===== src/hw/rtl/assert_macros.svh =====
// Assertion helpers shared by the decoder modules.
`ifndef ASSERT_MACROS_SVH
`define ASSERT_MACROS_SVH

// The property must hold at every clock edge outside reset.
`define ASSERT_PROP(lbl, clk_s, rstn_s, prop, msg) \
    lbl: assert property (@(posedge clk_s) disable iff (!rstn_s) prop) \
    else $error(msg);

// The condition must never be true at a clock edge outside reset.
`define ASSERT_NEVER(lbl, clk_s, rstn_s, cond, msg) \
    lbl: assert property (@(posedge clk_s) disable iff (!rstn_s) !(cond)) \
    else $error(msg);

`endif


===== src/hw/rtl/vsd_pkg.sv =====
`timescale 1ns / 1ps
package vsd_pkg;

    localparam int VSD_QUEUE_DEPTH = 4;

    localparam int CFG_INDEX_W = 1;
    localparam int CFG_DATA_W  = 2;

    localparam logic [7:0] BYTE_CONT     = 8'h80;
    localparam logic [7:0] BYTE_MIN_CODE = 8'h40;
    localparam logic [7:0] BYTE_ALL      = 8'hFF;
    localparam logic [6:0] SIGNED_FIRST_BITS = 7'd6;
    localparam logic [6:0] GROUP_BITS        = 7'd7;

    typedef enum logic [CFG_INDEX_W-1:0] {
        CFG_VALUE_WIDTH = 1'd0,
        CFG_SIGNED_MODE = 1'd1
    } vsd_cfg_index_t;

    typedef enum logic [1:0] {
        WC_8  = 2'd0,
        WC_16 = 2'd1,
        WC_32 = 2'd2,
        WC_64 = 2'd3
    } vsd_width_t;

    typedef enum logic [1:0] {
        ST_OK       = 2'd0,
        ST_TRUNC    = 2'd1,
        ST_NONCANON = 2'd2,
        ST_OVERFLOW = 2'd3
    } vsd_status_t;

    typedef enum logic [2:0] {
        KIND_FINISH,
        KIND_MIN,
        KIND_MAX,
        KIND_NONCANON,
        KIND_TRUNC
    } vsd_kind_t;

    typedef struct packed {
        vsd_kind_t   kind;
        logic [63:0] acc;
        logic        neg;
        logic [1:0]  width_code;
        logic        sgn;
        logic [3:0]  length;
    } vsd_entry_t;

    typedef struct packed {
        logic       valid;
        vsd_entry_t entry;
    } vsd_beat_t;

    function automatic logic [63:0] width_mask(input logic [1:0] wc);
        logic [63:0] m;
        case (wc)
            WC_8:    m = 64'h0000_0000_0000_00FF;
            WC_16:   m = 64'h0000_0000_0000_FFFF;
            WC_32:   m = 64'h0000_0000_FFFF_FFFF;
            default: m = 64'hFFFF_FFFF_FFFF_FFFF;
        endcase
        return m;
    endfunction

    function automatic logic [6:0] width_bits(input logic [1:0] wc);
        logic [6:0] w;
        case (wc)
            WC_8:    w = 7'd8;
            WC_16:   w = 7'd16;
            WC_32:   w = 7'd32;
            default: w = 7'd64;
        endcase
        return w;
    endfunction

endpackage


===== src/hw/rtl/vsd_in_if.sv =====
`timescale 1ns / 1ps
interface vsd_in_if;
    logic       valid;
    logic       ready;
    logic [7:0] byte_value;
    logic       last_in_buffer;

    modport source (output valid, output byte_value, output last_in_buffer, input ready);
    modport sink   (input valid, input byte_value, input last_in_buffer, output ready);
endinterface


===== src/hw/rtl/vsd_out_if.sv =====
`timescale 1ns / 1ps
interface vsd_out_if;
    logic        valid;
    logic        ready;
    logic [63:0] value;
    logic [1:0]  status;
    logic [3:0]  length;

    modport source (output valid, output value, output status, output length, input ready);
    modport sink   (input valid, input value, input status, input length, output ready);
endinterface


===== src/hw/rtl/vsd_front.sv =====
`timescale 1ns / 1ps
`include "assert_macros.svh"
module vsd_front
    import vsd_pkg::*;
(
    input  logic       clk,
    input  logic       rst_n,
    vsd_in_if.sink     byte_chan,
    input  logic [1:0] value_width,
    input  logic       signed_mode,
    input  logic       q_full,
    output vsd_beat_t  push
);

    logic        in_prog_reg, in_prog_next;
    logic [63:0] acc_reg, acc_next;
    logic [6:0]  bitpos_reg, bitpos_next;
    logic [3:0]  bytes_seen_reg, bytes_seen_next;
    logic [7:0]  first_byte_reg, first_byte_next;

    logic              accept;
    logic              opening;
    logic [7:0]        b;
    logic [3:0]        len;
    logic [63:0]       mask;
    logic [6:0]        bp;
    logic [63:0]       acc_base;
    logic [7:0]        fb;
    logic [6:0]        lim;
    logic signed [7:0] left;
    logic [63:0]       shifted;
    logic [63:0]       acc_cont;
    logic [63:0]       acc_open;
    logic [7:0]        high_bits;
    logic              excess;
    logic              emit;
    vsd_kind_t         kind;
    logic [63:0]       acc_out;

    assign byte_chan.ready = !q_full;
    assign accept = byte_chan.valid && byte_chan.ready;

    always_comb
    begin
        b        = byte_chan.byte_value;
        opening  = !in_prog_reg;
        len      = bytes_seen_reg + 4'd1;
        mask     = width_mask(value_width);
        bp       = opening ? 7'd0 : bitpos_reg;
        acc_base = opening ? 64'd0 : acc_reg;
        fb       = opening ? b : first_byte_reg;
        lim      = signed_mode ? (width_bits(value_width) - 7'd1) : width_bits(value_width);
        left     = $signed({1'b0, lim}) - $signed({1'b0, bp});
        shifted  = bp[6] ? 64'd0 : ({57'd0, b[6:0]} << bp[5:0]);
        acc_cont = (acc_base | shifted) & mask;
        acc_open = {58'd0, b[5:0]};
        high_bits = b & (BYTE_ALL << left[2:0]);
        // Bits of this byte that would land at or above the usable width.
        excess   = (left < 8'sd8) && ((left <= 8'sd0) ? (b != 8'd0) : (high_bits != 8'd0));

        emit        = 1'b0;
        kind        = KIND_FINISH;
        acc_out     = acc_cont;
        acc_next    = acc_cont;
        bitpos_next = bp + GROUP_BITS;

        if (opening && signed_mode)
        begin
            acc_out  = acc_open;
            acc_next = acc_open;
            if (b == BYTE_MIN_CODE)
            begin
                emit = 1'b1;
                kind = KIND_MIN;
            end
            else if (!b[7])
            begin
                emit = 1'b1;
                kind = KIND_FINISH;
            end
            else
            begin
                bitpos_next = SIGNED_FIRST_BITS;
                if (byte_chan.last_in_buffer)
                begin
                    emit = 1'b1;
                    kind = KIND_TRUNC;
                end
            end
        end
        else if (!opening && (b == 8'd0))
        begin
            emit = 1'b1;
            kind = ((len == 4'd2) && (first_byte_reg == BYTE_CONT)) ? KIND_MAX : KIND_NONCANON;
        end
        else if (excess)
        begin
            emit = 1'b1;
            kind = KIND_NONCANON;
        end
        else if (b[7])
        begin
            if (byte_chan.last_in_buffer)
            begin
                emit = 1'b1;
                kind = KIND_TRUNC;
            end
        end
        else
        begin
            emit = 1'b1;
            kind = KIND_FINISH;
        end

        if (emit)
        begin
            in_prog_next    = 1'b0;
            acc_next        = 64'd0;
            bitpos_next     = 7'd0;
            bytes_seen_next = 4'd0;
            first_byte_next = 8'd0;
        end
        else
        begin
            in_prog_next    = 1'b1;
            bytes_seen_next = len;
            first_byte_next = fb;
        end

        push.valid            = accept && emit;
        push.entry.kind       = kind;
        push.entry.acc        = acc_out;
        push.entry.neg        = fb[6];
        push.entry.width_code = value_width;
        push.entry.sgn        = signed_mode;
        push.entry.length     = len;
    end

    always_ff @(posedge clk or negedge rst_n)
    begin
        if (!rst_n)
        begin
            in_prog_reg    <= 1'b0;
            acc_reg        <= 64'd0;
            bitpos_reg     <= 7'd0;
            bytes_seen_reg <= 4'd0;
            first_byte_reg <= 8'd0;
        end
        else if (accept)
        begin
            in_prog_reg    <= in_prog_next;
            acc_reg        <= acc_next;
            bitpos_reg     <= bitpos_next;
            bytes_seen_reg <= bytes_seen_next;
            first_byte_reg <= first_byte_next;
        end
    end

    `ASSERT_PROP(a_emit_restarts, clk, rst_n, push.valid |=> (!in_prog_reg && (bytes_seen_reg == 4'd0)), "decoder state not cleared after a result")

endmodule


===== src/hw/rtl/vsd_queue.sv =====
`timescale 1ns / 1ps
`include "assert_macros.svh"
module vsd_queue
    import vsd_pkg::*;
#(
    parameter int DEPTH = VSD_QUEUE_DEPTH
)
(
    input  logic      clk,
    input  logic      rst_n,
    input  vsd_beat_t push,
    output logic      full,
    output vsd_beat_t head,
    input  logic      pop
);

    localparam int PTR_W = (DEPTH > 1) ? $clog2(DEPTH) : 1;
    localparam int CNT_W = $clog2(DEPTH + 1);
    localparam logic [PTR_W-1:0] LAST_PTR = PTR_W'(DEPTH - 1);
    localparam logic [CNT_W-1:0] FULL_CNT = CNT_W'(DEPTH);

    vsd_entry_t mem [DEPTH];

    logic [PTR_W-1:0] wr_ptr_reg, wr_ptr_next;
    logic [PTR_W-1:0] rd_ptr_reg, rd_ptr_next;
    logic [CNT_W-1:0] count_reg, count_next;
    logic             empty;
    logic             do_push;
    logic             do_pop;

    assign full    = (count_reg == FULL_CNT);
    assign empty   = (count_reg == '0);
    assign do_push = push.valid && !full;
    assign do_pop  = pop && !empty;

    assign head.valid = !empty;
    assign head.entry = mem[rd_ptr_reg];

    always_comb
    begin
        wr_ptr_next = wr_ptr_reg;
        rd_ptr_next = rd_ptr_reg;
        count_next  = count_reg;
        if (do_push)
        begin
            wr_ptr_next = (wr_ptr_reg == LAST_PTR) ? '0 : wr_ptr_reg + 1'b1;
        end
        if (do_pop)
        begin
            rd_ptr_next = (rd_ptr_reg == LAST_PTR) ? '0 : rd_ptr_reg + 1'b1;
        end
        if (do_push && !do_pop)
        begin
            count_next = count_reg + 1'b1;
        end
        else if (do_pop && !do_push)
        begin
            count_next = count_reg - 1'b1;
        end
    end

    always_ff @(posedge clk)
    begin
        if (do_push)
        begin
            mem[wr_ptr_reg] <= push.entry;
        end
    end

    always_ff @(posedge clk or negedge rst_n)
    begin
        if (!rst_n)
        begin
            wr_ptr_reg <= '0;
            rd_ptr_reg <= '0;
            count_reg  <= '0;
        end
        else
        begin
            wr_ptr_reg <= wr_ptr_next;
            rd_ptr_reg <= rd_ptr_next;
            count_reg  <= count_next;
        end
    end

    `ASSERT_NEVER(a_no_push_full, clk, rst_n, push.valid && full, "result pushed into a full queue")
    `ASSERT_NEVER(a_count_range, clk, rst_n, count_reg > FULL_CNT, "queue count beyond its depth")

endmodule


===== src/hw/rtl/vsd_back.sv =====
`timescale 1ns / 1ps
`include "assert_macros.svh"
module vsd_back
    import vsd_pkg::*;
(
    input  logic       clk,
    input  logic       rst_n,
    input  vsd_beat_t  head,
    output logic       pop,
    vsd_out_if.source  result_chan
);

    logic        valid_reg;
    logic [63:0] value_reg, value_next;
    vsd_status_t status_reg, status_next;
    logic [3:0]  length_reg;

    vsd_entry_t  e;
    logic [63:0] m;
    logic [63:0] mag;
    logic [63:0] sv;
    logic [63:0] smax;
    logic [63:0] smin;

    assign pop = head.valid && (!valid_reg || result_chan.ready);

    assign result_chan.valid  = valid_reg;
    assign result_chan.value  = value_reg;
    assign result_chan.status = status_reg;
    assign result_chan.length = length_reg;

    always_comb
    begin
        e    = head.entry;
        m    = width_mask(e.width_code);
        mag  = e.acc & m;
        sv   = (e.neg ? (64'd0 - mag) : mag) & m;
        smax = m >> 1;
        smin = smax + 64'd1;

        value_next  = 64'd0;
        status_next = ST_NONCANON;
        case (e.kind)
            KIND_FINISH:
            begin
                if (!e.sgn)
                begin
                    // An all-ones plain encoding is reserved for the two-byte max code.
                    if (mag != m)
                    begin
                        value_next  = mag;
                        status_next = ST_OK;
                    end
                end
                else if ((sv != smax) && (sv != smin))
                begin
                    value_next  = ((sv & smin) != 64'd0) ? (sv | ~m) : sv;
                    status_next = ST_OK;
                end
            end
            KIND_MIN:
            begin
                value_next  = ~smax;
                status_next = ST_OK;
            end
            KIND_MAX:
            begin
                value_next  = e.sgn ? smax : m;
                status_next = ST_OK;
            end
            KIND_TRUNC:
            begin
                status_next = ST_TRUNC;
            end
            default:
            begin
                status_next = ST_NONCANON;
            end
        endcase
    end

    always_ff @(posedge clk or negedge rst_n)
    begin
        if (!rst_n)
        begin
            valid_reg <= 1'b0;
        end
        else if (pop)
        begin
            valid_reg <= 1'b1;
        end
        else if (result_chan.ready)
        begin
            valid_reg <= 1'b0;
        end
    end

    always_ff @(posedge clk)
    begin
        if (pop)
        begin
            value_reg  <= value_next;
            status_reg <= status_next;
            length_reg <= e.length;
        end
    end

    `ASSERT_PROP(a_err_zero, clk, rst_n, (valid_reg && (status_reg != ST_OK)) |-> (value_reg == 64'd0), "error result carries a nonzero value")
    `ASSERT_PROP(a_pop_fills, clk, rst_n, pop |=> valid_reg, "popped entry did not reach the output register")

endmodule


===== src/hw/rtl/varint_stream_decoder_unit.sv =====
`timescale 1ns / 1ps
// Streaming LEB128-style varint decoder, one encoded byte per input beat.
// byte_chan carries byte_value and last_in_buffer; result_chan carries value,
// status and length, one beat per finished, failed or truncated varint. Both
// use valid/ready, and a beat moves on a rising edge with both high.
// Throughput is one byte per cycle while the queue has room, set by the front
// stage, which merges each byte into the running accumulator with a single
// shift-and-or per cycle. result_chan.valid rises once the result of the byte
// ending a varint has moved from the queue into the output register, and the
// result beat leaves that register at an edge with the receiver ready.
// When result_chan stalls, finished results collect in the queue and bytes are
// still taken until it fills; byte_chan.ready then drops until a slot frees.
// Reset clears the decoder state, empties the queue, drops result_chan.valid
// and restores value_width to 64 bits and signed_mode to unsigned.
// The cfg port writes value_width (index 0) and signed_mode (index 1) on any
// edge with cfg_we high; change them only while no varint is in flight.
module varint_stream_decoder_unit
    import vsd_pkg::*;
#(
    parameter int QUEUE_DEPTH = VSD_QUEUE_DEPTH
)
(
    input  logic                   clk,
    input  logic                   rst_n,
    vsd_in_if.sink                 byte_chan,
    vsd_out_if.source              result_chan,
    input  logic                   cfg_we,
    input  logic [CFG_INDEX_W-1:0] cfg_index,
    input  logic [CFG_DATA_W-1:0]  cfg_data
);

    // Configuration registers, read by the front stage on every byte.
    logic [1:0] value_width_reg;
    logic       signed_mode_reg;

    // Front to queue, queue to back.
    vsd_beat_t push;
    vsd_beat_t head;
    logic      q_full;
    logic      pop;

    always_ff @(posedge clk or negedge rst_n)
    begin
        if (!rst_n)
        begin
            value_width_reg <= WC_64;
            signed_mode_reg <= 1'b0;
        end
        else if (cfg_we)
        begin
            case (cfg_index)
                CFG_VALUE_WIDTH: value_width_reg <= cfg_data[1:0];
                CFG_SIGNED_MODE: signed_mode_reg <= cfg_data[0];
                default:         value_width_reg <= value_width_reg;
            endcase
        end
    end

    // The front stage tracks the varint in progress and classifies how each
    // byte ends it, if at all; only bytes that end a varint enter the queue.
    vsd_front u_front (
        .clk         (clk),
        .rst_n       (rst_n),
        .byte_chan   (byte_chan),
        .value_width (value_width_reg),
        .signed_mode (signed_mode_reg),
        .q_full      (q_full),
        .push        (push)
    );

    vsd_queue #(
        .DEPTH (QUEUE_DEPTH)
    ) u_queue (
        .clk   (clk),
        .rst_n (rst_n),
        .push  (push),
        .full  (q_full),
        .head  (head),
        .pop   (pop)
    );

    // The back stage applies sign, range and canonical checks and holds the
    // result beat until the receiver takes it.
    vsd_back u_back (
        .clk         (clk),
        .rst_n       (rst_n),
        .head        (head),
        .pop         (pop),
        .result_chan (result_chan)
    );

endmodule


===== src/flat_wrapper.sv =====
// flat-port wrapper written by rule: the top's interface ports become plain ports
module varint_stream_decoder_unit_flat import vsd_pkg::*;
#(
    parameter int QUEUE_DEPTH = VSD_QUEUE_DEPTH
)
  (clk, rst_n, cfg_we, cfg_index, cfg_data, byte_chan_valid, byte_chan_byte_value, byte_chan_last_in_buffer, byte_chan_ready, result_chan_valid, result_chan_value, result_chan_status, result_chan_length, result_chan_ready);
  vsd_in_if byte_chan_i ();
  vsd_out_if result_chan_i ();
  input  logic clk;
  input  logic rst_n;
  input  logic cfg_we;
  input  logic [CFG_INDEX_W-1:0] cfg_index;
  input  logic [CFG_DATA_W-1:0] cfg_data;
  input wire logic [$bits(byte_chan_i.valid)-1:0] byte_chan_valid;
  input wire logic [$bits(byte_chan_i.byte_value)-1:0] byte_chan_byte_value;
  input wire logic [$bits(byte_chan_i.last_in_buffer)-1:0] byte_chan_last_in_buffer;
  output wire logic [$bits(byte_chan_i.ready)-1:0] byte_chan_ready;
  output wire logic [$bits(result_chan_i.valid)-1:0] result_chan_valid;
  output wire logic [$bits(result_chan_i.value)-1:0] result_chan_value;
  output wire logic [$bits(result_chan_i.status)-1:0] result_chan_status;
  output wire logic [$bits(result_chan_i.length)-1:0] result_chan_length;
  input wire logic [$bits(result_chan_i.ready)-1:0] result_chan_ready;
  assign byte_chan_i.valid = byte_chan_valid;
  assign byte_chan_i.byte_value = byte_chan_byte_value;
  assign byte_chan_i.last_in_buffer = byte_chan_last_in_buffer;
  assign byte_chan_ready = byte_chan_i.ready;
  assign result_chan_valid = result_chan_i.valid;
  assign result_chan_value = result_chan_i.value;
  assign result_chan_status = result_chan_i.status;
  assign result_chan_length = result_chan_i.length;
  assign result_chan_i.ready = result_chan_ready;
  varint_stream_decoder_unit #(.QUEUE_DEPTH(QUEUE_DEPTH)) u_core (.clk(clk), .rst_n(rst_n), .byte_chan(byte_chan_i), .result_chan(result_chan_i), .cfg_we(cfg_we), .cfg_index(cfg_index), .cfg_data(cfg_data));
endmodule

===== config.mk =====
export PLATFORM = sky130hd
export DESIGN_NAME = varint_stream_decoder_unit_flat
export DESIGN_NICKNAME = d
export VERILOG_FILES = /design/src/hw/rtl/vsd_pkg.sv /design/src/hw/rtl/vsd_in_if.sv /design/src/hw/rtl/vsd_out_if.sv /design/src/hw/rtl/vsd_front.sv /design/src/hw/rtl/vsd_queue.sv /design/src/hw/rtl/vsd_back.sv /design/src/hw/rtl/varint_stream_decoder_unit.sv /design/src/flat_wrapper.sv
export VERILOG_INCLUDE_DIRS = /design/src /design/src/hw/rtl
export SDC_FILE = /design/constraint.sdc
export NUM_CORES = 1
export LEC_CHECK = 0
export BUFFER_PORTS_ARGS = -buffer_cell sky130_fd_sc_hd__buf_2
export CAP_MARGIN = 20
export CELL_PAD_IN_SITES_DETAIL_PLACEMENT = 1
export CELL_PAD_IN_SITES_GLOBAL_PLACEMENT = 2
export CORE_ASPECT_RATIO = 0.6
export CORE_MARGIN = 10
export CORE_UTILIZATION = 32
export DETAILED_ROUTE_END_ITERATION = 7
export GPL_ROUTABILITY_DRIVEN = 0
export GPL_TIMING_DRIVEN = 0
export PLACE_DENSITY_LB_ADDON = 0.08
export SLEW_MARGIN = 20
export SYNTH_ARGS = -nofsm -noshare
export SYNTH_HDL_FRONTEND = slang
export SYNTH_SLANG_ARGS = --single-unit

===== constraint.sdc =====
create_clock -name clk -period 12.5 [get_ports clk]
set_input_delay 1.875 -clock clk [delete_from_list [all_inputs] [get_ports clk]]
set_output_delay 1.875 -clock clk [all_outputs]
set_load 0.02 [all_outputs]

=== Yosys cells after proc, flatten, opt, wreduce, memory -nomap -nowiden ===
Memory sizes are Yosys's and may differ from the RTL's.
Cells that the tools add are included.

* Flip-flop bits (word level): 165
* RAM bits: 300
* Logic and storage cells: 140
* Memories kept: 1

{| class="wikitable"
|+ Memories
! name !! words !! width !! read ports !! clocked after Yosys merged registers in !! write ports !! RTL line !! source
|-
| u_core.u_queue.mem || 4 || 75 || 1 || 0 || 1 || vsd_queue.sv:22 || <nowiki>vsd_entry_t mem [DEPTH];</nowiki>
|}

* Shift-type cells: 2
* Add/sub/neg operators: 10
* Reduce and logical (&&, ||, !) cells: 33
* Mux-type cells: 50
* $lt $le $gt $ge: 2
* Equal/unequal tests: 17
* Bitwise logic cells: 10

{| class="wikitable"
|+ Operators by type and width
! cell !! count
|-
| 2-to-1 mux 64 bit || 10
|-
| case mux 64 bit (3 select lines) || 3
|-
| bitwise AND 64 bit || 4
|-
| inequality test 64 bit || 2
|-
| OR 64 bit || 2
|-
| adder 63 x 1 -> 64 bit, second input constant || 1
|-
| inequality test 64 x 63 -> 1 bit || 1
|-
| inverter 63 -> 64 bit || 1
|-
| inverter 64 bit || 1
|-
| nonzero test 64 bit || 1
|-
| left shift 7 x 6 -> 64 bit || 1
|-
| subtractor 1 x 64 -> 64 bit, first input constant || 1
|-
| 2-to-1 mux 7 bit || 6
|-
| 2-to-1 mux 3 bit || 8
|-
| case mux 7 bit (3 select lines) || 1
|-
| 2-to-1 mux 8 bit || 2
|-
| nonzero test 8 bit || 2
|-
| 2-to-1 mux 1 bit || 13
|-
| logical AND 1 bit || 12
|-
| 2-to-1 mux 2 bit || 5
|-
| bitwise AND 8 bit || 1
|-
| equality test 2 bit, second input constant || 4
|-
| equality test 8 x 7 -> 1 bit, second input constant || 1
|-
| equality test 8 bit, second input constant || 1
|-
| other kinds (27) || 40
|}

=== Logic depth before layout (Yosys ltp) ===
* Depth after elaboration: 19
* Depth in mapped cells: 26
* Gate-level depth less buffers: 21

=== Modules after synthesis ===
A second synthesis with hierarchy kept.

* Cells, all modules: 2,239
* Area total of the unflattened synthesis: 25,881.1 sq um

{| class="wikitable"
|+ By module, submodules not included
! module !! times used !! area each (sq um) !! cells each
|-
| vsd_queue || 1 || 11,284.6 || 429
|-
| vsd_back || 1 || 9,013.6 || 1,202
|-
| vsd_front || 1 || 5,450.2 || 600
|-
| varint_stream_decoder_unit || 1 || 132.6 || 8
|}

=== Worst setup path after synthesis ===
OpenSTA, ideal clock, no wires.

* Path kind: input -> register
* Start: input result_chan_ready
* End: register u_core.u_queue.count_reg[1]
* Data arrival time: 6.680 ns
* Buffers on the path: 0
* Setup time: 0.125 ns
* Stages on the path: 7
* Path slack: 5.695 ns
* Cells stage by stage: inv_1 a21oi_1 inv_1 ha_1 inv_1 fa_1 mux2_2

* Cells in the longest elaborated chain, start to end: 6

{| class="wikitable"
|+ Ends and longest elaborated chain
! element !! RTL line !! source
|-
| from (decl) || flat_wrapper.sv:22 || <nowiki>input wire logic [$bits(result_chan_i.ready)-1:0] result_chan_ready;</nowiki>
|-
| logical OR 1 bit || vsd_back.sv:25 || <nowiki>assign pop = head.valid && (!valid_reg || result_chan.ready);</nowiki>
|-
| logical AND 1 bit || vsd_back.sv:25 ||
|-
| via u_core.pop || varint_stream_decoder_unit.sv:40 || <nowiki>logic pop;</nowiki>
|-
| logical AND 1 bit || vsd_queue.sv:34 || <nowiki>assign do_pop = pop && !empty;</nowiki>
|-
| zero test 1 bit || vsd_queue.sv:52 || <nowiki>if (do_push && !do_pop)</nowiki>
|-
| logical AND 1 bit || vsd_queue.sv:52 ||
|-
| 2-to-1 mux 3 bit || vsd_queue.sv:52 ||
|-
| via u_core.u_queue.count_next[1] || vsd_queue.sv:26 || <nowiki>logic [CNT_W-1:0] count_reg, count_next;</nowiki>
|-
| to (signal assigned) || vsd_queue.sv:82 || <nowiki>count_reg <= count_next;</nowiki>
|-
| to (decl) || vsd_queue.sv:26 ||
|}

The timed path passes the listed nets, and every way through them passes these cells.
A chain may end at the register's enable or synchronous reset.

=== Worst setup path after layout ===
* Start: register u_core.u_queue.rd_ptr_reg[1]
* End: register u_core.u_back.value_reg[34] (netlist: u_core.u_back.result_chan.value[34]) (data pin)

* Cells in the longest elaborated chain, start to end: 13

{| class="wikitable"
|+ Ends and longest elaborated chain
! element !! RTL line !! source
|-
| from (decl) || vsd_queue.sv:25 || <nowiki>logic [PTR_W-1:0] rd_ptr_reg, rd_ptr_next;</nowiki>
|-
| from (signal assigned) || vsd_queue.sv:81 || <nowiki>rd_ptr_reg <= rd_ptr_next;</nowiki>
|-
| memory read (4 x 75 bit) (*) || -- ||
|-
| equality test 2 bit (tied with other cells) || vsd_pkg.sv:58 || <nowiki>case (wc)</nowiki>
|-
| case mux 64 bit (3 select lines) || vsd_pkg.sv:58 ||
|-
| bitwise AND 64 bit || vsd_back.sv:36 || <nowiki>mag = e.acc & m;</nowiki>
|-
| subtractor 1 x 64 -> 64 bit || vsd_back.sv:37 || <nowiki>sv = (e.neg ? (64'd0 - mag) : mag) & m;</nowiki>
|-
| 2-to-1 mux 64 bit || vsd_back.sv:37 ||
|-
| bitwise AND 64 bit || vsd_back.sv:37 ||
|-
| bitwise AND 64 bit || vsd_back.sv:57 || <nowiki>value_next = ((sv & smin) != 64'd0) ? (sv | ~m) : sv;</nowiki>
|-
| nonzero test 64 bit || vsd_back.sv:57 ||
|-
| 2-to-1 mux 64 bit || vsd_back.sv:57 ||
|-
| 2-to-1 mux 64 bit || vsd_back.sv:55 || <nowiki>else if ((sv != smax) && (sv != smin))</nowiki>
|-
| 2-to-1 mux 64 bit || vsd_back.sv:46 || <nowiki>if (!e.sgn)</nowiki>
|-
| case mux 64 bit (3 select lines) (*) || vsd_back.sv:43 || <nowiki>case (e.kind)</nowiki>
|-
| via u_core.u_back.value_next[34] || vsd_back.sv:14 || <nowiki>logic [63:0] value_reg, value_next;</nowiki>
|-
| to (signal assigned) || vsd_back.sv:102 || <nowiki>value_reg <= value_next;</nowiki>
|-
| to (decl) || vsd_back.sv:14 ||
|}

The timed path passes the listed nets; every way through them passes the cells marked *.

==> results.sh <==
export IMPL_status="finished clean"
export IMPL_ant_nets=0
export IMPL_track_usage=0.231
export IMPL_cts_resized=0
export IMPL_die_area_mm2=0.0911
export IMPL_synth_seq_area_share=0.533
export IMPL_period_share=0.843
export IMPL_netlist_top_cells_area="edfxtp_1 44%, dfrtp_1 9.2%, mux4_2 6.9%"
export IMPL_fp_dieH_um=238
export IMPL_fp_row_count=79
export IMPL_ys_types=97
export IMPL_grt_pass1_vias=20900
export IMPL_cts_sinks=465
export IMPL_cp_max_fo=10
export IMPL_overflow=0
export IMPL_tightest_slew_ps=1210
export IMPL_clk_pin_slew_ps=60
export IMPL_synth_flop_cell="edfxtp_1"
export IMPL_slowest_stage="a21oi_1"
export IMPL_crit_type="flop to flop"
export IMPL_slowest_delay_ps=840
export IMPL_wire_per_inst_um=30.8
export IMPL_finalHoldViolCount=0
export IMPL_clk_latency_ps=630
export IMPL_maxCapViolations=0
export IMPL_via_per_inst=6.00
export IMPL_finalCriticalPeriod_ps=10530
export IMPL_ir_drop_uv=117
export IMPL_portBuffers=87
export IMPL_relSlewSlack=0.191
export IMPL_cts_tree="built"
export IMPL_die_x_um=383
export IMPL_syn_area_per_cell_um2=11.2
export IMPL_ctsHoldBuffers=0
export IMPL_grt_max_degree=64
export IMPL_synth_enable_flop_cells=370
export IMPL_cp_start_kind="flop"
export IMPL_power_density_mw_per_mm2=296
export IMPL_cts_buffers=48
export IMPL_synth_seq_cells=465
export IMPL_core_mm2=0.0779
export IMPL_syn_area_mm2=0.0253
export IMPL_setup_viol=0
export IMPL_tns_ps=0
export IMPL_remaining_drc_errors=0
export IMPL_dp_hpwl_mm=83.1
export IMPL_largest_reg_flops=300
export IMPL_finalNetCount=2477
export IMPL_synth_top_area_share=0.439
export IMPL_hp_class="flop to flop"
export IMPL_start_util=0.325
export IMPL_skew_ps=26.3
export IMPL_first_pass_iters=5
export IMPL_crit_path_end_kind="flop"
export IMPL_p_leak_nw=10.1
export IMPL_first_iter_violations=2371
export IMPL_grt_pass1_wl_mm=155
export IMPL_clock_path_buffers=3
export IMPL_routed_wl_mm=108
export IMPL_synth_area_leader_cell="edfxtp_1"
export IMPL_root_buffer="clkbuf_16"
export IMPL_fmax_ghz=0.0949
export IMPL_ys_warn_count=0
export IMPL_rsz0062_at_grt="false"
export IMPL_antenna_found_initial=5
export IMPL_timing_final_max_slew_violations=0
export IMPL_cts_setup_buffers=0
export IMPL_h_tree_depth=2
export IMPL_vias=21100
export IMPL_required_ps=12800
export IMPL_io_pins=89
export IMPL_critPathMostFrequentCell="buf_2"
export IMPL_async_reset_ff_frac=0.204
export IMPL_synthCells=2257
export IMPL_layout_drive_gt1_share=0.149
export IMPL_worstPathArrival_ps=10840
export IMPL_syn_to_final_growth_pct=14.7
export IMPL_total_power_w=0.00859
[area by class of cell]
type                            instances  area (um2)
Fill cell                            8619       48900
Sequential cell                       465       13500
Multi-Input combinational cell       1584       11000
Tap cell                             1053        1320
Clock buffer                           62        1290
Buffer                                174         782
Timing Repair Buffer                  100         693
Clock inverter                         26         292
Inverter                               48         180
Antenna cell                            1        2.50
[path summary, 6_finish.rpt]
kind,start,endpoint,slack [ps],cells after the start
hold / removal,u_core.u_front.acc_reg[57],u_core.u_front.acc_reg[57],480,2
setup reg to reg,u_core.u_queue.rd_ptr_reg[1],u_core.u_back.result_chan.value[34],1970,26
max in group asynchronous,rst_n,u_core.value_width_reg[0],10620,2
hold reg to reg,u_core.u_front.acc_reg[57],u_core.u_front.acc_reg[57],480,2
min in group asynchronous,rst_n,u_core.u_front.bitpos_reg[1],1140,1
setup / recovery,u_core.u_queue.rd_ptr_reg[1],u_core.u_back.result_chan.value[34],1970,26
[metal layers]
metal / global-route usage / vias to the layer above / wire (um)
met5: 0 / - / 41
met4: 0.0308 / 6 / 1170
met3: 0.0811 / 96 / 11900
met2: 0.291 / 895 / 40200
met1: 0.373 / 11100 / 54800
li1: - / 8999 / -
[logic make-up (layout without fill, tap and decap cells)]
family                     after synthesis  after routing  share of synthesized area
xor gates and xnor gates                74             74                     0.0256
buffers and inverters                  222            410                     0.0380
and+or+nand+nor                        791            791                      0.150
AOI/OAI and AO/OA                      556            556                      0.151
adders and majority gates               39             39                     0.0199
other                                    1             16                   0.000148
DFF                                    465            465                      0.533
muxes                                  109            109                     0.0820
[worst max-delay path: cells and delay by family (launching register included)]
family | cells | cell delay (ps)
compound gates | 3 | 1220
xor+xnor | 1 | 170
fa+ha+maj | 1 | 300
buf+inv | 11 | 5470
flops | 1 | 350
mux | 1 | 420
simple gates | 9 | 2210
[cell usage in the layout, fill, tap and decap left out, types with 16 or more instances in the layout]
master | Yosys | layout
o21ai_1 | 17 | 17
o31ai_1 | 27 | 27
a21oi_1 | 105 | 103
ha_1 | 37 | 37
o211ai_1 | 25 | 25
and2_1 | 16 | 16
nor2_1 | 225 | 224
nor4_1 | 45 | 44
o21ai_0 | 100 | 99
nand3_1 | 55 | 55
a21o_1 | 18 | 18
mux4_2 | 77 | 77
dfrtp_1 | 93 | 93
nand4_1 | 41 | 41
nand2_1 | 261 | 261
xnor2_1 | 45 | 45
clkbuf_1 | 115 | 125
edfxtp_1 | 370 | 370
buf_2 | 27 | 114
a22oi_1 | 49 | 49
buf_1 | 16 | 16
mux2_2 | 16 | 16
o41ai_1 | 37 | 36
xor2_1 | 29 | 29
nor3_1 | 32 | 31
a31oi_1 | 41 | 41
clkbuf_16 | 0 | 48
inv_1 | 44 | 44
and3_1 | 21 | 17
nand2b_1 | 17 | 17
[power breakdown]
group | leakage [nW] | switching [W] | internal (W)
clock network | 0.766 | 0.000667 | 0.000823
registers | 4.81 | 0.0000878 | 0.00210
logic | 4.56 | 0.00352 | 0.00139
total | 10.1 | 0.00427 | 0.00432
[per-stage QoR]
step | std cells | area (um2) | utilization | hold WS, ps | setup slack, ps
6_report | 3513 | 29000 | 0.373 | 483 | 1970
4_1_cts | 3512 | 29000 | 0.372 | 483 | 2400
5_1_grt | 3512 | 29000 | 0.373 | 511 | 1690
2_1_floorplan | 2271 | 25400 | - | 444 | 5700
3_5_place_dp | 3424 | 27400 | 0.352 | 466 | 2410
3_3_place_gp | 3411 | 27100 | 0.348 | 455 | 2490
[cell usage after synthesis (all sizes together), types with 18 or more instances]
library cell    n
ha             37
a22oi          49
nand2         261
inv            46
o41ai          40
nand4          42
edfxtp        370
mux4           77
and2           18
xor2           29
xnor2          45
buf            58
nand3          56
a31oi          41
a21oi         106
nor2          226
dfrtp          93
nor3           37
o211ai         26
o21ai         118
a21o           18
nor4           50
and3           21
o31ai          27
clkbuf        116
No activity file was read; power rests on OpenSTA's default activity.
